<file path="src/hdl/tlak_pkg.sv">
`default_nettype none

package tlak_pkg;

  // Command codes carried on the func field.
  localparam logic [1:0] FUNC_SET_XY       = 2'd0;
  localparam logic [1:0] FUNC_SET_POLAR    = 2'd1;
  localparam logic [1:0] FUNC_SET_SHOULDER = 2'd2;
  localparam logic [1:0] FUNC_SET_ELBOW    = 2'd3;

  // Configuration register indexes.
  localparam logic [1:0] CFG_LEN_AB      = 2'd0;
  localparam logic [1:0] CFG_LEN_BC      = 2'd1;
  localparam logic [1:0] CFG_ELBOW_UPPER = 2'd2;

  // Iteration counts of the shared units.
  localparam int CORDIC_STEPS = 16;
  localparam int SQRT_STEPS   = 25;
  localparam int DIV_STEPS    = 24;

  // Gain-compensated CORDIC start vector, Q2.30.
  localparam logic signed [33:0] CORDIC_X0 = 34'sd652032874;

  localparam logic signed [18:0] POS_MAX = 19'sd262143;
  localparam logic signed [18:0] POS_MIN = -19'sd262144;
  localparam logic [17:0]        RAD_MAX = 18'd262143;

  // Cosine of zero in Q2.24 and its square in Q.48.
  localparam logic signed [25:0] COS_ONE = 26'sd16777216;
  localparam logic [49:0]        ONE48   = 50'h1_0000_0000_0000;

  typedef enum logic [4:0] {
    S_IDLE,
    S_LOAD,
    S_P_SQX,
    S_P_SQY,
    S_P_SQRT,
    S_P_ATAN,
    S_P_END,
    S_MP_CHK,
    S_MP_CS,
    S_MP_MX,
    S_MP_MY,
    S_MP_WY,
    S_SV_AA,
    S_SV_BB,
    S_SV_RR,
    S_SV_AB,
    S_SV_AR,
    S_SV_DEN,
    S_AC_CLAMP,
    S_AC_DIV,
    S_AC_CSQ,
    S_AC_SQRT,
    S_AC_ATAN,
    S_EL_CS,
    S_EL_MX,
    S_EL_MY,
    S_EL_WY,
    S_F3_CS,
    S_F3_MX,
    S_F3_MY,
    S_F3_WY,
    S_DONE
  } state_t;

  // Arctangent of 2^-i in turns scaled by 2^32.
  function automatic logic [31:0] atan_coef(input logic [3:0] idx);
    logic [31:0] v;
    case (idx)
      4'd0:    v = 32'd536870912;
      4'd1:    v = 32'd316933406;
      4'd2:    v = 32'd167458907;
      4'd3:    v = 32'd85004756;
      4'd4:    v = 32'd42667331;
      4'd5:    v = 32'd21354465;
      4'd6:    v = 32'd10679838;
      4'd7:    v = 32'd5340245;
      4'd8:    v = 32'd2670163;
      4'd9:    v = 32'd1335087;
      4'd10:   v = 32'd667544;
      4'd11:   v = 32'd333772;
      4'd12:   v = 32'd166886;
      4'd13:   v = 32'd83443;
      4'd14:   v = 32'd41722;
      4'd15:   v = 32'd20861;
      default: v = 32'd0;
    endcase
    return v;
  endfunction

  // Round a Q.30 product half up to Q.8 positions.
  function automatic logic signed [29:0] rnd30(input logic signed [59:0] p);
    logic signed [59:0] t;
    t = p + 60'sd536870912;
    return $signed(t[59:30]);
  endfunction

  // Saturate to the signed 19-bit position range.
  function automatic logic signed [18:0] sat19(input logic signed [31:0] v);
    logic signed [18:0] r;
    if (v > 32'sd262143) begin
      r = POS_MAX;
    end else if (v < -32'sd262144) begin
      r = POS_MIN;
    end else begin
      r = $signed(v[18:0]);
    end
    return r;
  endfunction

endpackage

`default_nettype wire

</file>
<file path="src/hdl/tlak_sqrt.sv">
`default_nettype none

module tlak_sqrt (
  input  wire logic        clk,
  input  wire logic        rst,
  input  wire logic        start,
  input  wire logic [49:0] rad,
  output logic             busy,
  output logic             done,
  output logic [24:0]      root
);

  logic [49:0] sr;
  logic [26:0] rem;
  logic [4:0]  cnt;
  logic [28:0] t;
  logic [28:0] trial;
  logic        ge;

  // One result bit per cycle from the next pair of radicand bits.
  always_comb begin
    t     = {rem, sr[49:48]};
    trial = {2'b00, root, 2'b01};
    ge    = t >= trial;
  end

  always_ff @(posedge clk) begin
    if (rst) begin
      busy <= 1'b0;
      done <= 1'b0;
    end else begin
      done <= 1'b0;
      if (start) begin
        busy <= 1'b1;
        cnt  <= '0;
        sr   <= rad;
        rem  <= '0;
        root <= '0;
      end else if (busy) begin
        if (ge) begin
          rem <= 27'(t - trial);
        end else begin
          rem <= t[26:0];
        end
        root <= {root[23:0], ge};
        sr   <= {sr[47:0], 2'b00};
        cnt  <= cnt + 5'd1;
        if (cnt == 5'(tlak_pkg::SQRT_STEPS - 1)) begin
          busy <= 1'b0;
          done <= 1'b1;
        end
      end
    end
  end

endmodule

`default_nettype wire

</file>
<file path="config.mk">
export PLATFORM = sky130hd
export DESIGN_NAME = tlak_sqrt
export DESIGN_NICKNAME = d
export VERILOG_FILES = /design/src/hdl/tlak_pkg.sv /design/src/hdl/tlak_sqrt.sv
export SDC_FILE = /design/constraint.sdc
export NUM_CORES = 1
export LEC_CHECK = 0
export BUFFER_PORTS_ARGS = -buffer_cell sky130_fd_sc_hd__buf_2
export CAP_MARGIN = 20
export CORE_MARGIN = 2
export CORE_UTILIZATION = 45
export CTS_BUF_LIST = sky130_fd_sc_hd__clkbuf_4
export DETAILED_ROUTE_END_ITERATION = 10
export GPL_ROUTABILITY_DRIVEN = 0
export PLACE_DENSITY = 0.67
export SETUP_SLACK_MARGIN = 0.4
export SKIP_CTS_REPAIR_TIMING = 1
export SYNTH_ARGS = -nofsm -noshare
export SYNTH_HDL_FRONTEND = slang
export SYNTH_SLANG_ARGS = --single-unit
</file>
<file path="constraint.sdc">
create_clock -name clk -period 6.8 [get_ports clk]
set_input_delay 1.02 -clock clk [delete_from_list [all_inputs] [get_ports clk]]
set_output_delay 1.02 -clock clk [all_outputs]
set_load 0.01 [all_outputs]
</file>
==> metrics.txt <==
main combinational cell family by area after synthesis compound AO/OA/AOI/OAI gates; startpoint types flip-flop; final net count 693; core area 13720 µm²; Crit-path slowest cell nand2_1; CTS max path bufs 2; fin. max-slew vios 0; Row Count 43; path category of the worst min-delay check flip-flop to flip-flop; Reg clk slew, reported paths 0.17 ns; gr usage total 0.1850; Slew HR 0.3749; CTS tree yes; hpwl dp 8898 µm; Die Wd 121.7 µm; largest net degree at the start of global routing 78; diodes inserted 0; multi-input combinational cell area 2741 µm²; via count 4382; actual slew at the worst max-slew pin 0.9376 ns; Pwr Density 233.4 nW/µm²; simple logic cell fraction of the synthesized area 0.1256; worst-path fanout max 26; asr flop ratio synth 0; Num CTS Buffers 9; vias in the first global route 4408; detailed-router iteration count before antenna repair 4; number of port buffers 79; post-synthesis cell area 6236 µm²; worst setup margin 3.482 ns; critical path type flip-flop to flip-flop; drt wl/cell 16.20 µm; Reg2Reg Depth 10; initial antenna violation count 0; f_max 301.4 MHz; first-pass GRT wire length 21570 µm; Synthesis Warnings 0; vias per inst 5.505; Filler Cell Count 1257; max cap viols 0; cell area after layout 6937 µm²; Leakage 2.702 nW; Final setup viols 0; Core Util, Final 0.5056; period utilization 0.4880; die height 121.7 µm; Synth Register Bits 109; Critical path origin root[1]$_SDFFCE_PP0P_; worst reg2reg startpoint root[1]$_SDFFCE_PP0P_; clk_skew 0.02224 ns; Storage cell area 3253 µm²; Data arrival, critical path 3.56 ns; synth unique cells 64; clock period minus worst slack 3.318 ns; Hold Slack 0.5488 ns; Antenna Violating Nets Remaining 0; DP Worst Slack 3.457 ns; root buffer cell clkbuf_4; Overflow after GRT 0; area of the die 14820 µm²; Critical Path Most Common Cell nand3_2; Worst Path Required 7.04 ns; Mapped Cells 544; final WL 12890 µm; worst reg2reg endpoint rem[1]$_SDFFCE_PP0P_; Main synth FF type edfxtp_1; Post-Place Cell Area 6784 µm²; syn nets 626; adder-cell share of the synthesized area 0.05819; TritonCTS sink count 109; mux share of post-synthesis cell area 0.08828; Clock Latency Late Sink 0.51 ns; min-delay src busy$_SDFF_PP0_; Syn Area/Cell 11.46 µm²; CP Capture Point rem[1]$_SDFFCE_PP0P_; R2R setup slack 3.48 ns; compound-gate portion of the synthesized area 0.1402; critical-path cell list inv_1 > ha_1 > o211a_1 > a21oi_2 > a221o_2 > a211o_2 > nand3_2 > nand3_2 > nand2_1 > a211oi_1; residual DRC count 0; setup TNS 0 ns; iteration-0 DRC count of the detailed router 218; Crit. End Element flip-flop; Seq/Total Area, Yosys 0.5217; H-Tree Depth 3; initial core utilization 0.4545; maximum VDD drop 0.1581 mV; RSZ-0062 raised after global routing no; I/O pins 80; Syn-to-layout area delta 11.24%; share of layout cells above drive strength 1 0.2857; Synth Area in XOR/XNOR 0.02528; final hold viol count 0; status finished clean; number of synthesized flops with an enable pin 107; CP peak stage delay 0.52 ns
-- report_power, final --
| part | total (mW) | switching, mW | internal, mW |
|---|---|---|---|
| logic | 0.432 | 0.251 | 0.181 |
| registers | 0.828 | 0.0227 | 0.806 |
| clock network | 0.359 | 0.235 | 0.124 |
-- final cells by class --
type | instances | area share
Sequential cell | 109 | 0.4690
Multi-Input combinational cell | 374 | 0.3952
Timing Repair Buffer | 82 | 0.06241
Tap cell | 180 | 0.03247
Inverter | 35 | 0.01894
Clock inverter | 6 | 0.01118
Clock buffer | 10 | 0.01082
-- synthesized netlist by cell type (2+ instances only) --
library cell / n / area, µm²
a211o_1: 5 / 43.79
a211oi_1: 6 / 45.04
a211oi_2: 4 / 50.05
a21boi_0: 2 / 15.01
a21o_1: 10 / 75.07
a21oi_1: 41 / 205.2
a21oi_2: 5 / 43.79
a221oi_1: 2 / 17.52
a31oi_1: 4 / 25.02
and2_1: 3 / 18.77
and3_1: 3 / 18.77
buf_1: 6 / 22.52
buf_2: 2 / 10.01
clkbuf_1: 15 / 56.30
dfxtp_1: 2 / 40.04
edfxtp_1: 107 / 3213
ha_1: 29 / 362.9
inv_1: 34 / 127.6
mux2_2: 48 / 540.5
nand2_1: 23 / 86.33
nand2b_1: 5 / 31.28
nand3_1: 28 / 140.1
nand3_2: 2 / 20.02
nand3b_1: 2 / 15.01
nand4_1: 3 / 18.77
nor2_1: 46 / 172.7
nor3_1: 11 / 55.05
nor3_2: 5 / 50.05
nor3b_1: 3 / 22.52
nor4_1: 3 / 18.77
o2111ai_1: 2 / 17.52
o211ai_2: 3 / 37.54
o21a_1: 7 / 52.55
o21ai_0: 10 / 50.05
o21ai_1: 11 / 55.05
o21bai_1: 2 / 15.01
o22ai_1: 3 / 18.77
or2_2: 2 / 12.51
or3_1: 3 / 18.77
or4_1: 2 / 15.01
xnor2_1: 10 / 87.58
xor2_1: 8 / 70.07
-- kinds of logic after synthesis --
group	Yosys count
AND/OR/NAND/NOR	151
AO/OA/AOI/OAI	127
flip-flops	109
buffers and inverters	61
multiplexers	49
adder cells (fa/ha/maj)	29
XOR/XNOR	18
-- layer usage --
metal  global-route usage  wire length (µm)  vias to the layer above
met2               0.3034              6179                       96
met5                    0                 0                        -
met3              0.06835               859                       14
met1               0.2331              5718                     2104
li1                     -                 -                     2168
met4              0.04598               136                        0
-- worst min path at each step --
stage	endpoint	slack, ns	depth (start not counted)
floorplan	sr[10]$_DFFE_PP_	0.52	1
global placement	sr[34]$_DFFE_PP_	0.53	1
detailed placement	sr[24]$_DFFE_PP_	0.53	1
CTS	done$_SDFF_PP0_	0.55	1
global route	done$_SDFF_PP0_	0.55	1
finish	done$_SDFF_PP0_	0.55	1
-- critical path, delay by kind of cell, from the launching register on --
| family | cells | cell delay [ns] |
|---|---|---|
| compound gates | 5 | 1.16 |
| fa+ha+maj | 1 | 0.37 |
| buf+inv | 1 | 0.07 |
| flops | 1 | 0.37 |
| simple gates | 3 | 1.07 |
-- cells in the final DEF, fill, tap and decap left out, drive strengths merged, types with 3 or more instances in the layout --
master / n
a21oi: 46
buf: 82
nor4: 3
nand3: 30
a21boi: 3
edfxtp: 107
a211o: 6
a211oi: 10
o21a: 7
nor2: 46
nor3: 16
mux2: 48
nand2b: 5
ha: 29
o211ai: 4
and2: 3
a31oi: 4
inv: 38
o21ai: 21
and3: 4
xor2: 8
o22ai: 3
nand2: 23
a21o: 10
clkbuf: 10
xnor2: 10
nor3b: 3
nand4: 3
or3: 3
-- registers in the layout, summed over array words and instances, names as in the netlist --
| signal | cells |
|---|---|
| busy | 1 |
| rem | 27 |
| root | 25 |
| done | 1 |
| sr | 50 |
| cnt | 5 |
-- metrics by stage --
stage / total power, mW / cells
floorplan: 1.172 / 544
CTS: 1.635 / 796
detailed placement: 1.273 / 780
finish: 1.619 / 796
global placement: 1.261 / 780
global route: 1.709 / 796
No activity file was read; power rests on OpenSTA's default activity.
