<file path="src/hdl/tlak_pkg.sv">
`default_nettype none

package tlak_pkg;

  // Command codes carried on the func field.
  localparam logic [1:0] FUNC_SET_XY       = 2'd0;
  localparam logic [1:0] FUNC_SET_POLAR    = 2'd1;
  localparam logic [1:0] FUNC_SET_SHOULDER = 2'd2;
  localparam logic [1:0] FUNC_SET_ELBOW    = 2'd3;

  // Configuration register indexes.
  localparam logic [1:0] CFG_LEN_AB      = 2'd0;
  localparam logic [1:0] CFG_LEN_BC      = 2'd1;
  localparam logic [1:0] CFG_ELBOW_UPPER = 2'd2;

  // Iteration counts of the shared units.
  localparam int CORDIC_STEPS = 16;
  localparam int SQRT_STEPS   = 25;
  localparam int DIV_STEPS    = 24;

  // Gain-compensated CORDIC start vector, Q2.30.
  localparam logic signed [33:0] CORDIC_X0 = 34'sd652032874;

  localparam logic signed [18:0] POS_MAX = 19'sd262143;
  localparam logic signed [18:0] POS_MIN = -19'sd262144;
  localparam logic [17:0]        RAD_MAX = 18'd262143;

  // Cosine of zero in Q2.24 and its square in Q.48.
  localparam logic signed [25:0] COS_ONE = 26'sd16777216;
  localparam logic [49:0]        ONE48   = 50'h1_0000_0000_0000;

  typedef enum logic [4:0] {
    S_IDLE,
    S_LOAD,
    S_P_SQX,
    S_P_SQY,
    S_P_SQRT,
    S_P_ATAN,
    S_P_END,
    S_MP_CHK,
    S_MP_CS,
    S_MP_MX,
    S_MP_MY,
    S_MP_WY,
    S_SV_AA,
    S_SV_BB,
    S_SV_RR,
    S_SV_AB,
    S_SV_AR,
    S_SV_DEN,
    S_AC_CLAMP,
    S_AC_DIV,
    S_AC_CSQ,
    S_AC_SQRT,
    S_AC_ATAN,
    S_EL_CS,
    S_EL_MX,
    S_EL_MY,
    S_EL_WY,
    S_F3_CS,
    S_F3_MX,
    S_F3_MY,
    S_F3_WY,
    S_DONE
  } state_t;

  // Arctangent of 2^-i in turns scaled by 2^32.
  function automatic logic [31:0] atan_coef(input logic [3:0] idx);
    logic [31:0] v;
    case (idx)
      4'd0:    v = 32'd536870912;
      4'd1:    v = 32'd316933406;
      4'd2:    v = 32'd167458907;
      4'd3:    v = 32'd85004756;
      4'd4:    v = 32'd42667331;
      4'd5:    v = 32'd21354465;
      4'd6:    v = 32'd10679838;
      4'd7:    v = 32'd5340245;
      4'd8:    v = 32'd2670163;
      4'd9:    v = 32'd1335087;
      4'd10:   v = 32'd667544;
      4'd11:   v = 32'd333772;
      4'd12:   v = 32'd166886;
      4'd13:   v = 32'd83443;
      4'd14:   v = 32'd41722;
      4'd15:   v = 32'd20861;
      default: v = 32'd0;
    endcase
    return v;
  endfunction

  // Round a Q.30 product half up to Q.8 positions.
  function automatic logic signed [29:0] rnd30(input logic signed [59:0] p);
    logic signed [59:0] t;
    t = p + 60'sd536870912;
    return $signed(t[59:30]);
  endfunction

  // Saturate to the signed 19-bit position range.
  function automatic logic signed [18:0] sat19(input logic signed [31:0] v);
    logic signed [18:0] r;
    if (v > 32'sd262143) begin
      r = POS_MAX;
    end else if (v < -32'sd262144) begin
      r = POS_MIN;
    end else begin
      r = $signed(v[18:0]);
    end
    return r;
  endfunction

endpackage

`default_nettype wire

</file>
<file path="src/hdl/tlak_cordic.sv">
`default_nettype none

module tlak_cordic (
  input  wire logic               clk,
  input  wire logic               rst,
  input  wire logic               start,
  input  wire logic               vec,
  input  wire logic [15:0]        ang,
  input  wire logic signed [33:0] vx,
  input  wire logic signed [33:0] vy,
  output logic                    busy,
  output logic                    done,
  output logic signed [33:0]      cos_out,
  output logic signed [33:0]      sin_out,
  output logic [15:0]             ang_out
);

  logic signed [33:0] x;
  logic signed [33:0] y;
  logic [31:0]        z;
  logic [3:0]         it;
  logic               mode_vec;
  logic               flip;
  logic               zero_in;

  logic [31:0]        a_full;
  logic [31:0]        a_quarter;
  logic               a_flip;
  logic signed [33:0] dx;
  logic signed [33:0] dy;
  logic               pos;
  logic [31:0]        coef;
  logic [31:0]        z_rnd;

  // Fold the start angle into the right half plane.
  always_comb begin
    a_full    = {ang, 16'h0000};
    a_quarter = a_full + 32'h4000_0000;
    a_flip    = a_quarter[31];
  end

  // One micro-rotation per cycle through a shared shifter.
  always_comb begin
    dx   = y >>> it;
    dy   = x >>> it;
    coef = tlak_pkg::atan_coef(it);
    pos  = mode_vec ? y[33] : ~z[31];
  end

  always_ff @(posedge clk) begin
    if (rst) begin
      busy <= 1'b0;
      done <= 1'b0;
    end else begin
      done <= 1'b0;
      if (start) begin
        busy     <= 1'b1;
        it       <= '0;
        mode_vec <= vec;
        if (vec) begin
          flip    <= 1'b0;
          zero_in <= (vx == '0) && (vy == '0);
          if (vx[33]) begin
            x <= -vx;
            y <= -vy;
            z <= 32'h8000_0000;
          end else begin
            x <= vx;
            y <= vy;
            z <= 32'h0000_0000;
          end
        end else begin
          flip    <= a_flip;
          zero_in <= 1'b0;
          x       <= tlak_pkg::CORDIC_X0;
          y       <= '0;
          z       <= a_flip ? a_full + 32'h8000_0000 : a_full;
        end
      end else if (busy) begin
        if (pos) begin
          x <= x - dx;
          y <= y + dy;
          z <= z - coef;
        end else begin
          x <= x + dx;
          y <= y - dy;
          z <= z + coef;
        end
        it <= it + 4'd1;
        if (it == 4'(tlak_pkg::CORDIC_STEPS - 1)) begin
          busy <= 1'b0;
          done <= 1'b1;
        end
      end
    end
  end

  // Undo the fold and round the accumulated angle.
  always_comb begin
    z_rnd   = z + 32'h0000_8000;
    cos_out = flip ? -x : x;
    sin_out = flip ? -y : y;
    ang_out = zero_in ? 16'h0000 : z_rnd[31:16];
  end

endmodule

`default_nettype wire

</file>
<file path="config.mk">
export PLATFORM = sky130hd
export DESIGN_NAME = tlak_cordic
export DESIGN_NICKNAME = d
export VERILOG_FILES = /design/src/hdl/tlak_pkg.sv /design/src/hdl/tlak_cordic.sv
export SDC_FILE = /design/constraint.sdc
export NUM_CORES = 1
export LEC_CHECK = 0
export ABC_AREA = 1
export BUFFER_PORTS_ARGS = -buffer_cell sky130_fd_sc_hd__buf_4
export CAP_MARGIN = 20
export CORE_MARGIN = 3
export CORE_UTILIZATION = 30
export DETAILED_ROUTE_END_ITERATION = 16
export GPL_TIMING_DRIVEN = 0
export PLACE_DENSITY_LB_ADDON = 0.05
export SYNTH_ARGS = -nofsm -noshare
export SYNTH_HDL_FRONTEND = slang
export SYNTH_SLANG_ARGS = --single-unit
</file>
<file path="constraint.sdc">
create_clock -name clk -period 6.1 [get_ports clk]
set_input_delay 1.22 -clock clk [delete_from_list [all_inputs] [get_ports clk]]
set_output_delay 1.22 -clock clk [all_outputs]
set_load 0.05 [all_outputs]
</file>
==> metrics.md, run 1 <==
| Metric | Value |
|---|---|
| CP max stage delay | `roughly 750 ps` |
| Max H-tree Level | `4` |
| Initial Util | `0.305` |
| Fmax | `~180 MHz` |
| GRT Util Overall | `0.303` |
| Share of cells above drive strength 1 | `0.102` |
| RSZ-0062 raised after global routing | `no` |
| Post-synth cell types | `65` |
| Async set-or-reset flop fraction in the synthesized netlist | `0` |
| CP Class | `register to register` |
| First-pass GRT wire length | `155 mm` |
| Worst VDD drop | `~0.27 mV` |
| Setup Viol. Count Final | `0` |
| Syn_area_per_cell | `just over 6 um^2` |
| Synth warn | `0` |
| Crit path DAT | `5870 ps` |
| Synth Instances | `around 3,200` |
| Initial antenna violation count | `3` |
| Syn nets | `about 3,400` |
| 1st-iter DRT viols | `2,510` |
| Hold_buf cts | `0` |
| Crit Path Max Fanout | `10` |
| Setup crit end kind | `register` |
| Nets@finish | `3,635` |
| Post-synth EDFFs | `around 110` |
| Final hold viol count | `0` |
| Residual DRC | `0` |
| Routed WL per cell | `25.3 um` |
| Placed Area | `22,300 um^2` |
| Via count | `23,900` |
| CTS max path bufs | `2` |
| DR pass1 iterations | `6` |
| Reg-to-reg setup timing slack | `around 440 ps` |
| Pwr Density | `roughly 480 nW/um^2` |
| Outcome | `finished, final reports clean` |
| Slew @ Worst Pin | `between 1000 and 1500 ps` |
| Tcrit/Tclk final | `0.927` |
| Area grow syn2layout | `15.8%` |
| Worst Setup Start Kind | `register` |
| Setup TNS | `0 ps` |
| Die H | `roughly 260 um` |
| Port bufs | `between 150 and 200` |
| Clk Latency, worst-skew pair | `between 500 and 600 ps` |
| Tot Pwr | `roughly 0.011 W` |
| Vias in the first global route | `22,300` |
| Ports | `around 170` |
| Worst Path Required | `6310 ps` |
| Clk sinks | `approximately 140` |
| DR vias/cell | `~5.6` |
| Routed wire length | `109 mm` |
| Total die area | `69,200 um^2` |
| Period minus WS final | `around 5700 ps` |
| Cell Rows | `between 90 and 100` |
| Routability cong. | `0.987` |
| Setup Buffers After CTS | `0` |
| Clock slew at reported path FFs | `roughly 70 ps` |
| Skew final | `between 15 and 20 ps` |
| Largest net degree at the start of global routing | `between 40 and 50` |
| Antenna Violating Nets Remaining | `0` |
| Synth Register Bits | `139` |
| GRT overflow | `0` |
| Clock root buffer | `clkbuf_16` |
| HPWL Detailed | `around 90 mm` |
| Num CTS Buffers | `17` |
| Leakage | `10.4 nW` |
| Slowest CP cell | `edfxtp_1` |
| CTS tree | `yes` |
| Sequential share of the synthesized area | `0.195` |
| Hold Crit Class | `register to register` |
| Maxcap violations | `0` |
| Core Box Area | `about 65,000 um^2` |
| Top FF cell, synth | `edfxtp_1` |
| Horiz. Die Dim | `around 260 um` |
| Slew HR | `0.201` |
| Crit-path cells | `inv_1 > nand2_1 > o21a_1 > inv_1 > clkbuf_1 > clkbuf_1 > o21ai_0 > fa_1 > nand2_1 > nand2_1 > o21ai_0 > o21ai_1 > inv_1 > o21bai_1 > a21oi_1 > inv_1 > nand3_1 > nand2_1 > a21oi_1 > o21ai_0 > o21ai_0` |
| Post-Syn Area | `between 15,000 and 20,000 um^2` |
| Max-slew violation count | `0` |
| Final Cell Area | `between 20,000 and 25,000 um^2` |
[cell families (layout without fill, tap and decap cells)]
logic type,count (synthesis),after routing,synth area share
buf+inv,426,636,0.0861
xor+xnor,191,191,0.0844
simple gates,1737,1737,0.382
flops,139,139,0.195
other cells,0,1,0
mux,1,1,0.000505
compound gates,622,622,0.177
fa+ha+maj,117,117,0.0750
[critical path: cells and delay by family, from the launching register on]
kind                     cells  cell delay (ps)
AO/OA/AOI/OAI                9             2570
buffers and inverters        6             1300
flip-flops                   1              750
AND/OR/NAND/NOR              5              460
adder cells (fa/ha/maj)      1              270
[timing repair]
| item | CTS | global route |
|---|---|---|
| hold endpoints to repair | 0 | 0 |
| pin swaps | 0 | 0 |
| resized for setup | 3 | 5 |
| setup endpoints to repair | 14 | 9 |
[area by class of cell]
cell class,count,area [um^2]
flip-flops and latches,139,3850
clock buffers,21,493
fillers,7276,42000
multi-input cells,2668,14300
well taps,855,1070
plain buffers,111,531
diodes,1,2.50
repair buffers,180,1450
inverters,313,1170
clock inverters,11,120
[report_power, final]
| part | internal (W) | switching [W] | leakage [nW] | total (W) |
|---|---|---|---|---|
| clock network | 0.000632 | 0.000542 | 0.303 | 0.00117 |
| logic | 0.00243 | 0.00525 | 8.77 | 0.00768 |
| registers | 0.00141 | 0.000716 | 1.31 | 0.00213 |
| total | 0.00447 | 0.00651 | 10.4 | 0.0110 |
[cells in the mapped netlist, types with 11 or more instances]
| cell | number | area [um^2] |
|---|---|---|
| a31oi_1 | 21 | 131 |
| o21bai_1 | 17 | 128 |
| nand2_1 | 757 | 2840 |
| nand4_1 | 22 | 138 |
| o31ai_1 | 17 | 128 |
| a21o_1 | 21 | 158 |
| clkbuf_1 | 50 | 188 |
| o21ai_1 | 23 | 115 |
| buf_2 | 29 | 145 |
| nand3_1 | 416 | 2080 |
| inv_1 | 304 | 1140 |
| nor2_1 | 349 | 1310 |
| nor4_1 | 22 | 138 |
| nand3_2 | 11 | 110 |
| xnor2_1 | 76 | 666 |
| edfxtp_1 | 107 | 3210 |
| xor2_1 | 115 | 1010 |
| nor3_1 | 84 | 420 |
| buf_1 | 21 | 78.8 |
| dfxtp_1 | 32 | 641 |
| a21oi_1 | 213 | 1070 |
| ha_1 | 114 | 1430 |
| nand2_2 | 14 | 87.6 |
| or2_2 | 26 | 163 |
| o21ai_0 | 239 | 1200 |
[metal layers]
metal,GRT usage,vias up,routed length (um),share of wire
met2,0.417,1011,42300,0.39
met4,0.103,0,3610,0.033
met1,0.462,11400,53800,0.49
met5,0,-,0,0
met3,0.0610,132,9040,0.083
li1,-,11400,-,-
[metrics by stage]
| stage | worst slack (ps) | hold slack [ps] | utilization | cells |
|---|---|---|---|---|
| global route | 10.2 | 546 | 0.353 | 4298 |
| detailed placement | -569 | 517 | 0.344 | 4267 |
| floorplan | 102 | 621 | - | 3233 |
| finish | 443 | 537 | 0.353 | 4299 |
| CTS | 24.2 | 531 | 0.353 | 4298 |
| global placement | -3530 | 514 | 0.341 | 4259 |
[registers in the layout (all words and copies together), names as in the netlist]
name,cells
it,4
zero_in,1
x,34
busy,1
done,1
coef,30
y,34
flip,1
z,32
mode_vec,1
[cell usage in the layout, fill, tap and decap left out, types with 10 or more instances in the layout]
cell / Yosys / routed
o31ai_1: 17 / 17
o21bai_1: 17 / 17
a21o_1: 21 / 21
o21ai_0: 239 / 237
buf_2: 29 / 30
xor2_1: 115 / 115
edfxtp_1: 107 / 107
clkbuf_16: 0 / 19
o21ai_2: 10 / 10
nand2_1: 757 / 756
a21oi_1: 213 / 213
nand4_1: 22 / 22
or2_2: 26 / 26
nand2_2: 14 / 14
nor4_1: 22 / 22
ha_1: 114 / 114
o21ai_1: 23 / 25
buf_1: 21 / 19
nor3_1: 84 / 84
clkbuf_1: 50 / 46
nor2_1: 349 / 349
nand3_2: 11 / 11
buf_4: 7 / 178
a31oi_1: 21 / 21
o21a_1: 10 / 10
xnor2_1: 76 / 76
inv_1: 304 / 304
dfxtp_1: 32 / 32
nand3_1: 416 / 416
[path summary, 6_finish.rpt]
check,from,end,cells after the start
worst max register to register,y[33],y[32],21
worst max-delay path,y[33],y[32],21
worst min-delay path,busy,done,2
worst min register to register,busy,done,2
Note: power is estimated with default switching activity, not from simulation.
==> run 2, diff against run 1 <==
--- a/config.mk
+++ b/config.mk
@@ -9,10 +9,10 @@
 export BUFFER_PORTS_ARGS = -buffer_cell sky130_fd_sc_hd__buf_4
 export CAP_MARGIN = 20
 export CORE_MARGIN = 3
-export CORE_UTILIZATION = 30
+export CORE_UTILIZATION = 45
 export DETAILED_ROUTE_END_ITERATION = 16
 export GPL_TIMING_DRIVEN = 0
-export PLACE_DENSITY_LB_ADDON = 0.05
+export PLACE_DENSITY_LB_ADDON = 0.2
 export SYNTH_ARGS = -nofsm -noshare
 export SYNTH_HDL_FRONTEND = slang
 export SYNTH_SLANG_ARGS = --single-unit
==> metrics.md, run 2 (synthesis gave the netlist of run 1 again) <==
| Metric | Value |
|---|---|
| Die H | `216 um (-18%)` |
| Max H-tree Level | `4 (unchanged)` |
| Crit path DAT | `6040 ps (+170 ps)` |
| Initial antenna violation count | `1 (-2)` |
| Clock slew at reported path FFs | `80 ps (about the same)` |
| Total die area | `46,600 um^2 (-33%)` |
| Seq pwr share | `0.194 (about the same)` |
| Family with the most delay on the worst path | `compound AO/OA/AOI/OAI gates` |
| Nets@finish | `3,631 (-0.11%)` |
| Slowest CP cell | `edfxtp_1` |
| DR vias/cell | `6.16 (+11%)` |
| Switching pwr | `0.00639 W (-1.8%)` |
| Area grow syn2layout | `13.6%` |
| Ports | `174 (unchanged)` |
| Multi-input logic area | `14,300 um^2 (unchanged)` |
| Cells after DPL | `3,992 (-6.4%)` |
| Crit path buf inv count | `6 (unchanged)` |
| Cell Rows | `76 (-18%)` |
| Crit Path Max Fanout | `10 (unchanged)` |
| CTS max path bufs | `2 (unchanged)` |
| Antenna diodes | `0 (-1)` |
| CP max stage delay | `770 ps (+20 ps)` |
| Hold Crit Class | `register to register` |
| Port bufs | `171 (unchanged)` |
| Commonest non-fill, non-tap cells in the layout | `nand2_1, nand3_1, nor2_1` |
| DR pass1 iterations | `7 (+1)` |
| Final Util | `0.520 (+0.167)` |
| Tot Pwr | `0.0108 W (-1.9%)` |
| Routed wire length | `98.4 mm (-9.5%)` |
| Crit-path cells | `inv_1 > nand2_1 > o21a_1 > inv_1 > clkbuf_1 > clkbuf_1 > o21ai_0 > fa_1 > nand2_1 > nand2_1 > o21ai_0 > o21ai_1 > inv_1 > o21bai_1 > a21oi_1 > inv_1 > nand3_1 > nand2_1 > a21oi_1 > o21ai_0 > o21ai_0` |
| Pwr Density | `479 nW/um^2 (about the same)` |
| Routability cong. | `1.09 (+11%)` |
| Period minus WS final | `5840 ps (+180 ps)` |
| Clk Latency, worst-skew pair | `500 ps (about the same)` |
| Worst Setup Start Kind | `register` |
| HPWL Detailed | `79.6 mm (-11%)` |
| Most common cell after layout, fill and taps aside | `nand2_1` |
| First-pass GRT wire length | `143 mm (-7.9%)` |
| Worst VDD drop | `0.428 mV (+59%)` |
| Outcome | `finished, final reports clean` |
| Via count | `24,800 (+3.6%)` |
| Hold Worst Slack | `563 ps (+26.2 ps)` |
| Internal Pwr Total | `0.00439 W (-1.9%)` |
| Share of cells above drive strength 1 | `0.101 (-0.00163)` |
| Clock Power Share | `0.103 (-0.004)` |
| Tcrit/Tclk final | `0.957 (+0.0295)` |
| Fmax | `171 MHz (-3.1%)` |
| Num CTS Buffers | `17 (unchanged)` |
| FILL cells | `4,427 (-39%)` |
| Storage element area | `3850 um^2 (unchanged)` |
| Setup crit end kind | `register` |
| Max-slew violation count | `0 (unchanged)` |
| Routed WL per cell | `24.5 um (-3.3%)` |
| Slew @ Worst Pin | `1150 ps (-44.2 ps)` |
| Leakage | `10.3 nW (-0.53%)` |
| CP Class | `register to register` |
| Gate power share | `0.704 (+0.005)` |
| Antenna Violating Nets Remaining | `0 (unchanged)` |
| Setup Viol. Count Final | `0 (unchanged)` |
| GRT Util Overall | `0.411 (+0.107)` |
| Core Box Area | `43,300 um^2 (-33%)` |
| Largest regs | `x (34), y (34), z (32)` |
| Final hold viol count | `0 (unchanged)` |
| Maxcap violations | `0 (unchanged)` |
| GRT overflow | `0 (unchanged)` |
| RSZ-0062 raised after global routing | `no` |
| Clk sinks | `139 (unchanged)` |
| 1st-iter DRT viols | `3,543 (+41%)` |
| CTS tree | `yes` |
| Initial Util | `0.458 (+0.153)` |
| Clock root buffer | `clkbuf_16` |
| Vias in the first global route | `22,700 (+1.8%)` |
| Post-Layout Cell Count | `4,024 (-6.4%)` |
| Residual DRC | `0 (unchanged)` |
| Horiz. Die Dim | `216 um (-18%)` |
| Skew final | `13.2 ps (-5.17 ps)` |
| Sw frac | `0.593 (about the same)` |
| Largest net degree at the start of global routing | `64 (+33%)` |
| Worst Path Required | `6310 ps (about the same)` |
| Slew HR | `0.230 (+0.0295)` |
==> run 2: cell types whose count changed in the layout (fill, tap and decap cells not counted), sizes merged <==
cell / before / now
buf: 242 / 238
clkbuf: 70 / 66
inv: 319 / 322
clkinv: 4 / 6
bufinv: 1 / 0
diode: 1 / 0
==> run 2: area by class of cell <==
type,instances,area share
plain buffers,112,0.0236
flip-flops and latches,139,0.171
clock inverters,15,0.00795
inverters,313,0.0522
repair buffers,175,0.0602
clock buffers,17,0.0189
well taps,585,0.0325
multi-input cells,2668,0.633
==> run 2: final timing paths <==
kind / startpoint / end / slack (ps) / cells after the start
max reg2reg: y[33] / y[32] / 260 / 21
min reg2reg: busy / done / 560 / 2
min: busy / done / 560 / 2
max: y[33] / y[32] / 260 / 21
==> run 2: power by group through the flow <==
stage / clock [W] / combinational, W / sequential (W)
2_1_floorplan: 0 / 0.00530 / 0.00167
4_1_cts: 0.00112 / 0.00736 / 0.00200
3_5_place_dp: 0 / 0.00731 / 0.00202
3_3_place_gp: 0 / 0.00724 / 0.00202
6_report: 0.00111 / 0.00758 / 0.00209
5_1_grt: 0.00115 / 0.00826 / 0.00206
==> run 2: worst min-delay path, delay by kind of cell, from the launching register on <==
kind	cells	cell delay, ps
DFF	1	360
and+or+nand+nor	2	160
==> run 2: metrics by stage <==
| stage | setup TNS, ps | area (um^2) | worst slack [ps] |
|---|---|---|---|
| finish | 0 | 22500 | 263 |
| global placement | -82950 | 21800 | -2870 |
| detailed placement | -1860 | 21900 | -352 |
| CTS | 0 | 22500 | 138 |
| floorplan | 0 | 19800 | 102 |
| global route | 0 | 22500 | 93.8 |
==> run 2: per-layer routing <==
layer,up-vias,GRT usage,wire length (um)
met1,11500,0.590,41900
met4,2,0.190,4790
met2,1661,0.565,38300
li1,11300,-,-
met3,246,0.113,13400
met5,-,0,13
==> run 2: what timing repair did <==
item | in CTS | in global routing
endpoints found under the setup margin | 8 | 8
hold buffers | 0 | 0
setup buffers | 0 | 0
gates resized for setup | 2 | 3
